File: src/rtl/core/f5t_pkg.sv
// Shared constants, codes and request type for the IPv4 five-tuple extractor.
package f5t_pkg;

	localparam int NUM_PORTS = 8;

	localparam int PORT_W  = 3;
	localparam int BYTE_W  = 8;
	localparam int TIME_W  = 64;
	localparam int ADDR_W  = 32;
	localparam int L4_W    = 16;
	localparam int PROTO_W = 8;
	localparam int FLAG_W  = 6;
	localparam int LEN_W   = 16;
	localparam int OFF_W   = 7;
	localparam int CNT_W   = 8;
	localparam int HW_W    = 4;
	localparam int ETH_W   = 16;
	localparam int PKT_W   = 32;
	localparam int BCNT_W  = 48;
	localparam int ATTR_W  = 24;

	localparam int IN_TDATA_W  = 80;
	localparam int OUT_TDATA_W = 296;

	localparam logic [ETH_W-1:0]   ETH_IPV4  = 16'h0800;
	localparam logic [PROTO_W-1:0] PROTO_TCP = 8'h06;
	localparam logic [PROTO_W-1:0] PROTO_UDP = 8'h11;
	localparam logic [FLAG_W-1:0]  FLAG_MASK = 6'h3f;

	// Frame byte offsets
	localparam logic [OFF_W-1:0] OFF_MAX   = 7'd127;
	localparam logic [OFF_W-1:0] OFF_ETH   = 7'd12;
	localparam logic [OFF_W-1:0] OFF_IHL   = 7'd14;
	localparam logic [OFF_W-1:0] OFF_LEN   = 7'd16;
	localparam logic [OFF_W-1:0] OFF_PROTO = 7'd23;
	localparam logic [OFF_W-1:0] OFF_SRC   = 7'd26;
	localparam logic [OFF_W-1:0] OFF_DST   = 7'd30;
	localparam logic [OFF_W-1:0] L4_BASE   = 7'd14;
	localparam logic [OFF_W-1:0] OFF_FLAGS = 7'd13;

	localparam logic [CNT_W-1:0] MIN_FRAME    = 8'd34;
	localparam logic [CNT_W-1:0] UDP_L4_NEED  = 8'd4;
	localparam logic [CNT_W-1:0] TCP_L4_NEED  = 8'd14;

	localparam int QUEUE_DEPTH = 4;
	localparam int QPTR_W      = 2;
	localparam int QCNT_W      = 3;

	typedef enum logic {
		KIND_FRAME = 1'b0,
		KIND_READ  = 1'b1
	} kind_t;

	typedef enum logic {
		RES_RECORD = 1'b0,
		RES_REPORT = 1'b1
	} res_kind_t;

	typedef struct packed {
		kind_t              kind;
		logic [ADDR_W-1:0]  src;
		logic [ADDR_W-1:0]  dst;
		logic [L4_W-1:0]    sport;
		logic [L4_W-1:0]    dport;
		logic [PROTO_W-1:0] proto;
		logic [FLAG_W-1:0]  flags;
		logic [LEN_W-1:0]   len;
		logic [TIME_W-1:0]  ts;
		logic [PORT_W-1:0]  port;
	} req_t;

endpackage

File: src/rtl/core/f5t_parser.sv
// Front end: byte-serial header parser that classifies frames and issues requests.
module f5t_parser (
	input  logic                        clk,
	input  logic                        arst_n,
	input  logic                        in_valid,
	output logic                        in_ready,
	input  f5t_pkg::kind_t              in_kind,
	input  logic [f5t_pkg::BYTE_W-1:0]  in_byte,
	input  logic                        in_last,
	input  logic [f5t_pkg::PORT_W-1:0]  in_port,
	input  logic [f5t_pkg::TIME_W-1:0]  in_time,
	input  logic                        q_full,
	output logic                        push,
	output f5t_pkg::req_t               push_req
);

	logic [f5t_pkg::OFF_W-1:0]   off_q;
	logic [f5t_pkg::ETH_W-1:0]   eth_q,   eth_n;
	logic [f5t_pkg::PROTO_W-1:0] proto_q, proto_n;
	logic [f5t_pkg::HW_W-1:0]    hw_q,    hw_n;
	logic [f5t_pkg::ADDR_W-1:0]  src_q,   src_n;
	logic [f5t_pkg::ADDR_W-1:0]  dst_q,   dst_n;
	logic [f5t_pkg::LEN_W-1:0]   len_q,   len_n;
	logic [f5t_pkg::L4_W-1:0]    sport_q, sport_n;
	logic [f5t_pkg::L4_W-1:0]    dport_q, dport_n;
	logic [f5t_pkg::FLAG_W-1:0]  flags_q, flags_n;
	logic [f5t_pkg::TIME_W-1:0]  time_q,  time_n;
	logic [f5t_pkg::PORT_W-1:0]  port_q,  port_n;

	logic [f5t_pkg::OFF_W-1:0]   l4;
	logic [f5t_pkg::CNT_W-1:0]   count;
	logic [f5t_pkg::CNT_W-1:0]   need;
	logic                        accept;
	logic                        frame_byte;
	logic                        is_tcp;
	logic                        ok;

	assign in_ready   = !q_full;
	assign accept     = in_valid && in_ready;
	assign frame_byte = accept && (in_kind == f5t_pkg::KIND_FRAME);

	// Next header state, with the current byte folded in
	always_comb begin
		eth_n   = eth_q;
		proto_n = proto_q;
		hw_n    = hw_q;
		src_n   = src_q;
		dst_n   = dst_q;
		len_n   = len_q;
		sport_n = sport_q;
		dport_n = dport_q;
		flags_n = flags_q;
		time_n  = time_q;
		port_n  = port_q;

		if (off_q == '0) begin
			time_n = in_time;
			port_n = in_port;
		end
		if (off_q == f5t_pkg::OFF_ETH)         eth_n[15:8] = in_byte;
		if (off_q == f5t_pkg::OFF_ETH + 7'd1)  eth_n[7:0]  = in_byte;
		if (off_q == f5t_pkg::OFF_IHL)         hw_n        = in_byte[3:0];
		if (off_q == f5t_pkg::OFF_LEN)         len_n[15:8] = in_byte;
		if (off_q == f5t_pkg::OFF_LEN + 7'd1)  len_n[7:0]  = in_byte;
		if (off_q == f5t_pkg::OFF_PROTO)       proto_n     = in_byte;
		if (off_q == f5t_pkg::OFF_SRC)         src_n[31:24] = in_byte;
		if (off_q == f5t_pkg::OFF_SRC + 7'd1)  src_n[23:16] = in_byte;
		if (off_q == f5t_pkg::OFF_SRC + 7'd2)  src_n[15:8]  = in_byte;
		if (off_q == f5t_pkg::OFF_SRC + 7'd3)  src_n[7:0]   = in_byte;
		if (off_q == f5t_pkg::OFF_DST)         dst_n[31:24] = in_byte;
		if (off_q == f5t_pkg::OFF_DST + 7'd1)  dst_n[23:16] = in_byte;
		if (off_q == f5t_pkg::OFF_DST + 7'd2)  dst_n[15:8]  = in_byte;
		if (off_q == f5t_pkg::OFF_DST + 7'd3)  dst_n[7:0]   = in_byte;

		// L4 start follows the IHL, which may arrive on this very byte
		l4 = f5t_pkg::L4_BASE + {1'b0, hw_n, 2'b00};
		if (off_q == l4)         sport_n[15:8] = in_byte;
		if (off_q == l4 + 7'd1)  sport_n[7:0]  = in_byte;
		if (off_q == l4 + 7'd2)  dport_n[15:8] = in_byte;
		if (off_q == l4 + 7'd3)  dport_n[7:0]  = in_byte;
		if (off_q == l4 + f5t_pkg::OFF_FLAGS)
			flags_n = in_byte[f5t_pkg::FLAG_W-1:0] & f5t_pkg::FLAG_MASK;

		is_tcp = (proto_n == f5t_pkg::PROTO_TCP);
		count  = {1'b0, off_q} + 8'd1;
		need   = {1'b0, l4} + (is_tcp ? f5t_pkg::TCP_L4_NEED : f5t_pkg::UDP_L4_NEED);
		if (need < f5t_pkg::MIN_FRAME)
			need = f5t_pkg::MIN_FRAME;
		ok = (eth_n == f5t_pkg::ETH_IPV4)
			&& (is_tcp || proto_n == f5t_pkg::PROTO_UDP)
			&& (count >= need);
	end

	assign push = accept && ((in_kind == f5t_pkg::KIND_READ) || (in_last && ok));

	always_comb begin
		push_req.kind  = in_kind;
		push_req.src   = src_n;
		push_req.dst   = dst_n;
		push_req.sport = sport_n;
		push_req.dport = dport_n;
		push_req.proto = proto_n;
		push_req.flags = is_tcp ? flags_n : '0;
		push_req.len   = len_n;
		push_req.ts    = time_n;
		push_req.port  = (in_kind == f5t_pkg::KIND_READ) ? in_port : port_n;
	end

	always_ff @(posedge clk or negedge arst_n) begin
		if (!arst_n) begin
			off_q   <= '0;
			eth_q   <= '0;
			proto_q <= '0;
			hw_q    <= '0;
		end else if (frame_byte) begin
			if (in_last)
				off_q <= '0;
			else if (off_q != f5t_pkg::OFF_MAX)
				off_q <= off_q + 7'd1;
			eth_q   <= eth_n;
			proto_q <= proto_n;
			hw_q    <= hw_n;
		end
	end

	always_ff @(posedge clk) begin
		if (frame_byte) begin
			src_q   <= src_n;
			dst_q   <= dst_n;
			len_q   <= len_n;
			sport_q <= sport_n;
			dport_q <= dport_n;
			flags_q <= flags_n;
			time_q  <= time_n;
			port_q  <= port_n;
		end
	end

endmodule

File: src/rtl/core/f5t_queue.sv
// Short request queue between the parser and the counter back end.
module f5t_queue (
	input  logic          clk,
	input  logic          arst_n,
	input  logic          push,
	input  f5t_pkg::req_t push_req,
	input  logic          pop,
	output logic          full,
	output logic          head_valid,
	output f5t_pkg::req_t head
);

	f5t_pkg::req_t                mem_q [f5t_pkg::QUEUE_DEPTH];
	logic [f5t_pkg::QPTR_W-1:0]   wr_q;
	logic [f5t_pkg::QPTR_W-1:0]   rd_q;
	logic [f5t_pkg::QCNT_W-1:0]   cnt_q;

	assign full       = (cnt_q == f5t_pkg::QCNT_W'(f5t_pkg::QUEUE_DEPTH));
	assign head_valid = (cnt_q != '0);
	assign head       = mem_q[rd_q];

	always_ff @(posedge clk or negedge arst_n) begin
		if (!arst_n) begin
			wr_q  <= '0;
			rd_q  <= '0;
			cnt_q <= '0;
		end else begin
			if (push)
				wr_q <= wr_q + 1'b1;
			if (pop)
				rd_q <= rd_q + 1'b1;
			unique case ({push, pop})
				2'b10:   cnt_q <= cnt_q + 1'b1;
				2'b01:   cnt_q <= cnt_q - 1'b1;
				default: cnt_q <= cnt_q;
			endcase
		end
	end

	always_ff @(posedge clk) begin
		if (push)
			mem_q[wr_q] <= push_req;
	end

endmodule

File: src/rtl/core/f5t_counters.sv
// Back end: per-port saturating counters, read-and-clear, and the output register.
module f5t_counters (
	input  logic                                clk,
	input  logic                                arst_n,
	input  logic                                head_valid,
	input  f5t_pkg::req_t                       head,
	output logic                                pop,
	output logic                                out_valid,
	input  logic                                out_ready,
	output logic [f5t_pkg::OUT_TDATA_W-1:0]     out_tdata,
	output f5t_pkg::res_kind_t                  out_tuser
);

	logic [f5t_pkg::PKT_W-1:0]  pkt_q  [f5t_pkg::NUM_PORTS];
	logic [f5t_pkg::BCNT_W-1:0] bcnt_q [f5t_pkg::NUM_PORTS];

	logic [f5t_pkg::PKT_W-1:0]  pkt_sel;
	logic [f5t_pkg::BCNT_W-1:0] bcnt_sel;
	logic                       in_range;
	logic [f5t_pkg::PKT_W-1:0]  pkt_sat;
	logic [f5t_pkg::BCNT_W:0]   bsum;
	logic [f5t_pkg::BCNT_W-1:0] bcnt_sat;
	logic [f5t_pkg::ATTR_W-1:0] attr;
	logic                       is_read;

	logic                              valid_q;
	logic [f5t_pkg::OUT_TDATA_W-1:0]   tdata_q;
	f5t_pkg::res_kind_t                tuser_q;

	assign is_read = (head.kind == f5t_pkg::KIND_READ);
	assign pop     = head_valid && (!valid_q || out_ready);

	always_comb begin
		pkt_sel  = '0;
		bcnt_sel = '0;
		in_range = 1'b0;
		for (int i = 0; i < f5t_pkg::NUM_PORTS; i++) begin
			if (int'(head.port) == i) begin
				pkt_sel  = pkt_q[i];
				bcnt_sel = bcnt_q[i];
				in_range = 1'b1;
			end
		end
		pkt_sat  = (pkt_sel == '1) ? pkt_sel : pkt_sel + 1'b1;
		bsum     = {1'b0, bcnt_sel} + {{(f5t_pkg::BCNT_W + 1 - f5t_pkg::LEN_W){1'b0}}, head.len};
		bcnt_sat = bsum[f5t_pkg::BCNT_W] ? '1 : bsum[f5t_pkg::BCNT_W-1:0];
		attr     = {head.proto, 2'b00, head.flags, 8'h00};
	end

	always_ff @(posedge clk or negedge arst_n) begin
		if (!arst_n) begin
			for (int i = 0; i < f5t_pkg::NUM_PORTS; i++) begin
				pkt_q[i]  <= '0;
				bcnt_q[i] <= '0;
			end
		end else if (pop && in_range) begin
			for (int i = 0; i < f5t_pkg::NUM_PORTS; i++) begin
				if (int'(head.port) == i) begin
					// Read clears; a record adds one packet and its IP length
					pkt_q[i]  <= is_read ? '0 : pkt_sat;
					bcnt_q[i] <= is_read ? '0 : bcnt_sat;
				end
			end
		end
	end

	always_ff @(posedge clk or negedge arst_n) begin
		if (!arst_n) begin
			valid_q <= 1'b0;
		end else if (pop) begin
			valid_q <= 1'b1;
		end else if (out_ready) begin
			valid_q <= 1'b0;
		end
	end

	always_ff @(posedge clk) begin
		if (pop) begin
			if (is_read) begin
				tuser_q <= f5t_pkg::RES_REPORT;
				tdata_q <= {5'b0, bcnt_sel, pkt_sel, head.port, 208'b0};
			end else begin
				tuser_q <= f5t_pkg::RES_RECORD;
				tdata_q <= {5'b0, {f5t_pkg::BCNT_W{1'b0}}, {f5t_pkg::PKT_W{1'b0}}, head.port,
					head.ts, head.len, attr, head.proto, head.dport, head.sport,
					head.dst, head.src};
			end
		end
	end

	assign out_valid = valid_q;
	assign out_tdata = tdata_q;
	assign out_tuser = tuser_q;

endmodule

File: src/rtl/core/ipv4_five_tuple_extractor.sv
// Top level of the IPv4 TCP/UDP five-tuple extractor with per-port counters.
// Frame bytes enter one per cycle with no gaps required: the parser takes a byte or a
// counter read request every cycle while its four-entry request queue has room. Each
// accepted frame that parses as IPv4 TCP or UDP and is long enough gives one metadata
// record after its last byte; a read request gives one counter report and clears that
// port's counters. The counter unit retires one queued request per cycle while its
// output register is empty or being taken, so results leave at up to one per cycle,
// registered first in the queue and then in the output register; input stalls only
// when output backpressure has filled the queue. No clearing pass follows reset.
module ipv4_five_tuple_extractor (
	input  logic                               clk,
	input  logic                               arst_n,
	input  logic                               s_axis_tvalid,
	output logic                               s_axis_tready,
	// data_byte[7:0], port_index[10:8], arrival_time[74:11], zero[79:75]
	input  logic [f5t_pkg::IN_TDATA_W-1:0]     s_axis_tdata,
	// kind
	input  logic                               s_axis_tuser,
	input  logic                               s_axis_tlast,
	output logic                               m_axis_tvalid,
	input  logic                               m_axis_tready,
	// src_address[31:0], dst_address[63:32], src_l4_port[79:64], dst_l4_port[95:80],
	// protocol[103:96], attributes[127:104], ip_length[143:128],
	// frame_timestamp[207:144], frame_port[210:208], packet_total[242:211],
	// byte_total[290:243], zero[295:291]
	output logic [f5t_pkg::OUT_TDATA_W-1:0]    m_axis_tdata,
	// result_kind
	output logic                               m_axis_tuser
);

	logic               q_full;
	logic               push;
	f5t_pkg::req_t      push_req;
	logic               pop;
	logic               head_valid;
	f5t_pkg::req_t      head;
	f5t_pkg::kind_t     in_kind;
	f5t_pkg::res_kind_t out_kind;

	assign in_kind      = f5t_pkg::kind_t'(s_axis_tuser);
	assign m_axis_tuser = out_kind;

	f5t_parser u_parser (
		.clk      (clk),
		.arst_n   (arst_n),
		.in_valid (s_axis_tvalid),
		.in_ready (s_axis_tready),
		.in_kind  (in_kind),
		.in_byte  (s_axis_tdata[7:0]),
		.in_last  (s_axis_tlast),
		.in_port  (s_axis_tdata[10:8]),
		.in_time  (s_axis_tdata[74:11]),
		.q_full   (q_full),
		.push     (push),
		.push_req (push_req)
	);

	f5t_queue u_queue (
		.clk        (clk),
		.arst_n     (arst_n),
		.push       (push),
		.push_req   (push_req),
		.pop        (pop),
		.full       (q_full),
		.head_valid (head_valid),
		.head       (head)
	);

	f5t_counters u_counters (
		.clk        (clk),
		.arst_n     (arst_n),
		.head_valid (head_valid),
		.head       (head),
		.pop        (pop),
		.out_valid  (m_axis_tvalid),
		.out_ready  (m_axis_tready),
		.out_tdata  (m_axis_tdata),
		.out_tuser  (out_kind)
	);

endmodule

File: config.mk
export PLATFORM = sky130hd
export DESIGN_NAME = ipv4_five_tuple_extractor
export DESIGN_NICKNAME = d
export VERILOG_FILES = /design/src/rtl/core/f5t_pkg.sv /design/src/rtl/core/f5t_parser.sv /design/src/rtl/core/f5t_queue.sv /design/src/rtl/core/f5t_counters.sv /design/src/rtl/core/ipv4_five_tuple_extractor.sv
export SDC_FILE = /design/constraint.sdc
export NUM_CORES = 2
export LEC_CHECK = 0
export ABC_AREA = 1
export BUFFER_PORTS_ARGS = -buffer_cell sky130_fd_sc_hd__buf_2
export CAP_MARGIN = 20
export CORE_MARGIN = 2
export CORE_UTILIZATION = 61
export DETAILED_ROUTE_END_ITERATION = 8
export PLACE_DENSITY_LB_ADDON = 0.1
export SETUP_SLACK_MARGIN = 0.05
export SLEW_MARGIN = 25
export SYNTH_ARGS = -nofsm -noshare
export SYNTH_HDL_FRONTEND = slang
export SYNTH_SLANG_ARGS = --single-unit
File: constraint.sdc
create_clock -name clk -period 45.7 [get_ports clk]
set_input_delay 9.14 -clock clk [delete_from_list [all_inputs] [get_ports clk]]
set_output_delay 9.14 -clock clk [all_outputs]
set_load 0.005 [all_outputs]
==> results_dict.tcl <==
set metrics [dict create \
    status "completed" \
    r2r_slack_ns 37.28 \
    critPathMaxStageDelay_ns 0.90 \
    max_freq_mhz 65.3 \
    grt_pass1_vias 56600 \
    rsz0062_at_grt "false" \
    skew_ns 0.0346 \
    period_minus_slack_ns 15.31 \
    core_area_um2 133000 \
    dpl_cell_area_um2 84300 \
    crit_path_frequent_cell "o21ai_0" \
    antenna_found_initial 15 \
    port_buffers 364 \
    mappedNetlistArea_um2 81400 \
    switching_share 0.406 \
    drcViolationCount 0 \
    final_core_utilization 0.682 \
    vias 59000 \
    worst_slew_pin_slew_ns 1.17 \
    cts.clk_slew.worst_paths_ns 0.06 \
    synthArstFlopShare 0.356 \
    synthTopCellsByCount "nand2_1 (1989), edfxtp_1 (1235), nor2_1 (757)" \
    clockPowerShare 0.234 \
    cts-root-buf "clkbuf_16" \
    holdBufCountCts 0 \
    syn_area_per_cell_um2 10.4 \
    finalWirelength_um 215000 \
    slew_headroom 0.217 \
    finalSetupViolCount 0 \
    worstSetupEndpointType "register" \
    layout.nets 8130 \
    fillers 9983 \
    hold_viol 0 \
    crit_chain "buf_2 -> o21ai_0 -> nand2_1 -> nor3_1 -> ha_1 -> o21ai_0 -> o21ai_0 -> xor2_1 -> nor4_1 -> o21ai_0 -> nand2_1 -> ha_1 -> nand2_1 -> a21boi_0 -> o21a_1 -> o21a_1 -> o21a_1 -> o21a_1 -> o21ai_0 -> a21oi_1 -> o21bai_2 -> nor2_4 -> buf_4 -> buf_4" \
    overflow 0 \
    p_switching_uw 2740 \
    required_ns 46.14 \
    fin_tns_setup_ns 0 \
    startpoint_type "input pin" \
    cp.arrival_ns 15.75 \
    ys.flop_type "edfxtp_1" \
    drtAntennaViolNets 0 \
    die-area_um2 136000 \
    dr.pass1.iters 6 \
    routedWlPerCell_um 21.6 \
    p_per_area_nw_per_um2 74.3 \
    cts_resized 0 \
    chipWidth_um 369 \
    syn2layout_area_growth_pct 11.5 \
    ys_ff_latch 1918 \
    dr.first_iter.drc_count 6864 \
    place.gp.congestion 0.944 \
    io_pins 385 \
    ff_latch_area_um2 54200 \
    synth-edff-count 1235 \
    cts_num_sinks 1918 \
    grt_max_degree 213 \
    crit_fanout 64 \
    internal_power_uw 4000 \
    yosysMostFrequentCell "nand2_1" \
    yosysSeqAreaShare 0.666 \
    post-route-period-util 0.335 \
    hpwl_um 117000 \
    yosys.area.top_type "edfxtp_1" \
    synth_cell_types 58 \
    hp-class "reg2reg" \
    multi_input_area_um2 23500 \
    slowest_stage "buf_4" \
    insertion_delay_ns 0.83 \
    power_frac_comb 0.380 \
    dp_slack_ns 29.41 \
    setup_ws_ns 30.39 \
    grt_first_pass_wirelength_um 328000 \
    post-cts-setup-buffers 0 \
    ir_worst_vdd_uv 58.8 \
    power.share.sequential 0.386 \
    grt.total_usage 0.313 \
    via_per_inst 5.94 \
    yosysWarnings 0 \
    stdcell_area_um2 90700 \
    clk_path_buf_depth 3 \
    htree_levels 4 \
    netlist_top_cells_area "edfxtp_1 (46%), dfrtp_1 (21%), nand2_1 (9.2%), o21ai_0 (3.9%), nor2_1 (3.5%)" \
    die_h_um 369 \
    max-cap-violations 0 \
    p_leak_uw 0.0386 \
    initial_core_util 0.612 \
    cts_tree "built" \
    cts_buffers 189 \
    netlist.area_leader.share 0.456 \
    fp-row-count 134 \
    worstSetupPathType "in2reg" \
    drive_above_1_share 0.117 \
    netlist_instances 7830 \
    drv_slew 0 \
]
[sequential cells by signal, summed over array words and instances (netlist names), 32 cells and up]
| signal | flops |
|---|---|
| u_queue.mem_q | 776 |
| u_counters.bcnt_q | 384 |
| u_counters.out_tdata | 273 |
| u_counters.pkt_q | 256 |
| u_parser.time_q | 64 |
| u_parser.dst_q | 32 |
| u_parser.src_q | 32 |
[worst paths after layout]
path | endpoint | cells past startpoint | start
min in group asynchronous | u_counters.bcnt_q[149]$_DFFE_PN0P_ | 1 | arst_n
max reg2reg | u_queue.mem_q[0][56]$_DFFE_PP_ | 26 | u_parser.off_q[4]$_DFFE_PN0P_
min reg2reg | u_counters.pkt_q[186]$_DFFE_PN0P_ | 2 | u_counters.pkt_q[186]$_DFFE_PN0P_
max in group asynchronous | u_counters.pkt_q[57]$_DFFE_PN0P_ | 4 | arst_n
max | u_queue.mem_q[0][56]$_DFFE_PP_ | 24 | s_axis_tdata[7]
min | u_counters.pkt_q[186]$_DFFE_PN0P_ | 2 | u_counters.pkt_q[186]$_DFFE_PN0P_
[cell families (layout without fill, tap and decap cells)]
logic type	count (synthesis)	count (layout)	synth area share
xor gates and xnor gates	49	49	0.00537
adders and majority gates	41	41	0.00649
muxes	64	64	0.00886
DFF	1918	1918	0.666
buffers and inverters	958	1283	0.0477
AOI/OAI and AO/OA	1262	1262	0.0833
other	2	24	0.0000923
and+or+nand+nor	3536	3536	0.182
[per-layer routing]
| metal | routed length [um] | vias up | GRT usage | part of all wire |
|---|---|---|---|---|
| met2 | 103000 | 2609 | 0.509 | 0.48 |
| met1 | 87000 | 29000 | 0.430 | 0.41 |
| met5 | 30 | - | 0 | 0.00014 |
| met4 | 6930 | 4 | 0.116 | 0.032 |
| met3 | 17800 | 434 | 0.0494 | 0.083 |
| li1 | - | 27000 | - | - |
[per-stage QoR]
step / total power (uW) / std cells / hold WS [ns]
floorplan: 4330 / 7844 / 0.442
detailed placement: 5140 / 9578 / 0.463
CTS: 6720 / 9935 / 0.480
finish: 6740 / 9945 / 0.478
global route: 7090 / 9943 / 0.497
global placement: 5080 / 9578 / 0.454
[power groups by stage]
stage / clock, uW / sequential, uW / combinational [uW]
final: 1580 / 2600 / 2560
after floorplan: 0 / 2680 / 1650
after CTS: 1590 / 2600 / 2530
after detailed placement: 0 / 2620 / 2510
after global routing: 1660 / 2630 / 2800
after global placement: 0 / 2610 / 2470
[critical path: cells and delay by family]
family | cells | cell delay, ns
buf+inv | 3 | 1.84
xor+xnor | 1 | 0.21
simple gates | 6 | 1.52
fa+ha+maj | 2 | 0.67
compound gates | 12 | 2.28
[layout make-up]
type | count | share of cell area
Clock inverter | 109 | 0.0119
Sequential cell | 1918 | 0.597
Antenna cell | 8 | 0.000221
Clock buffer | 248 | 0.0583
Inverter | 478 | 0.0203
Tap cell | 1768 | 0.0244
Multi-Input combinational cell | 4968 | 0.259
Timing Repair Buffer | 448 | 0.0287
[layout by cell type (no fill, tap or decap), drive strengths merged, types with 2 or more instances in the layout]
| master | instances |
|---|---|
| a211oi | 6 |
| a21boi | 2 |
| a21oi | 92 |
| a221o | 5 |
| a221oi | 7 |
| a22oi | 18 |
| a31oi | 5 |
| a32oi | 2 |
| buf | 448 |
| bufinv | 14 |
| clkbuf | 248 |
| clkinv | 84 |
| clkinvlp | 7 |
| conb | 16 |
| dfrtp | 683 |
| diode | 8 |
| edfxtp | 1235 |
| fa | 2 |
| ha | 39 |
| inv | 482 |
| mux2 | 64 |
| nand2 | 2035 |
| nand3 | 499 |
| nand4 | 181 |
| nor2 | 763 |
| nor2b | 2 |
| nor3 | 40 |
| nor4 | 3 |
| o211ai | 2 |
| o21a | 10 |
| o21ai | 907 |
| o221ai | 2 |
| o22ai | 198 |
| o32ai | 2 |
| or2 | 11 |
| xnor2 | 17 |
| xor2 | 32 |
Power figures use the tool's default switching activity.
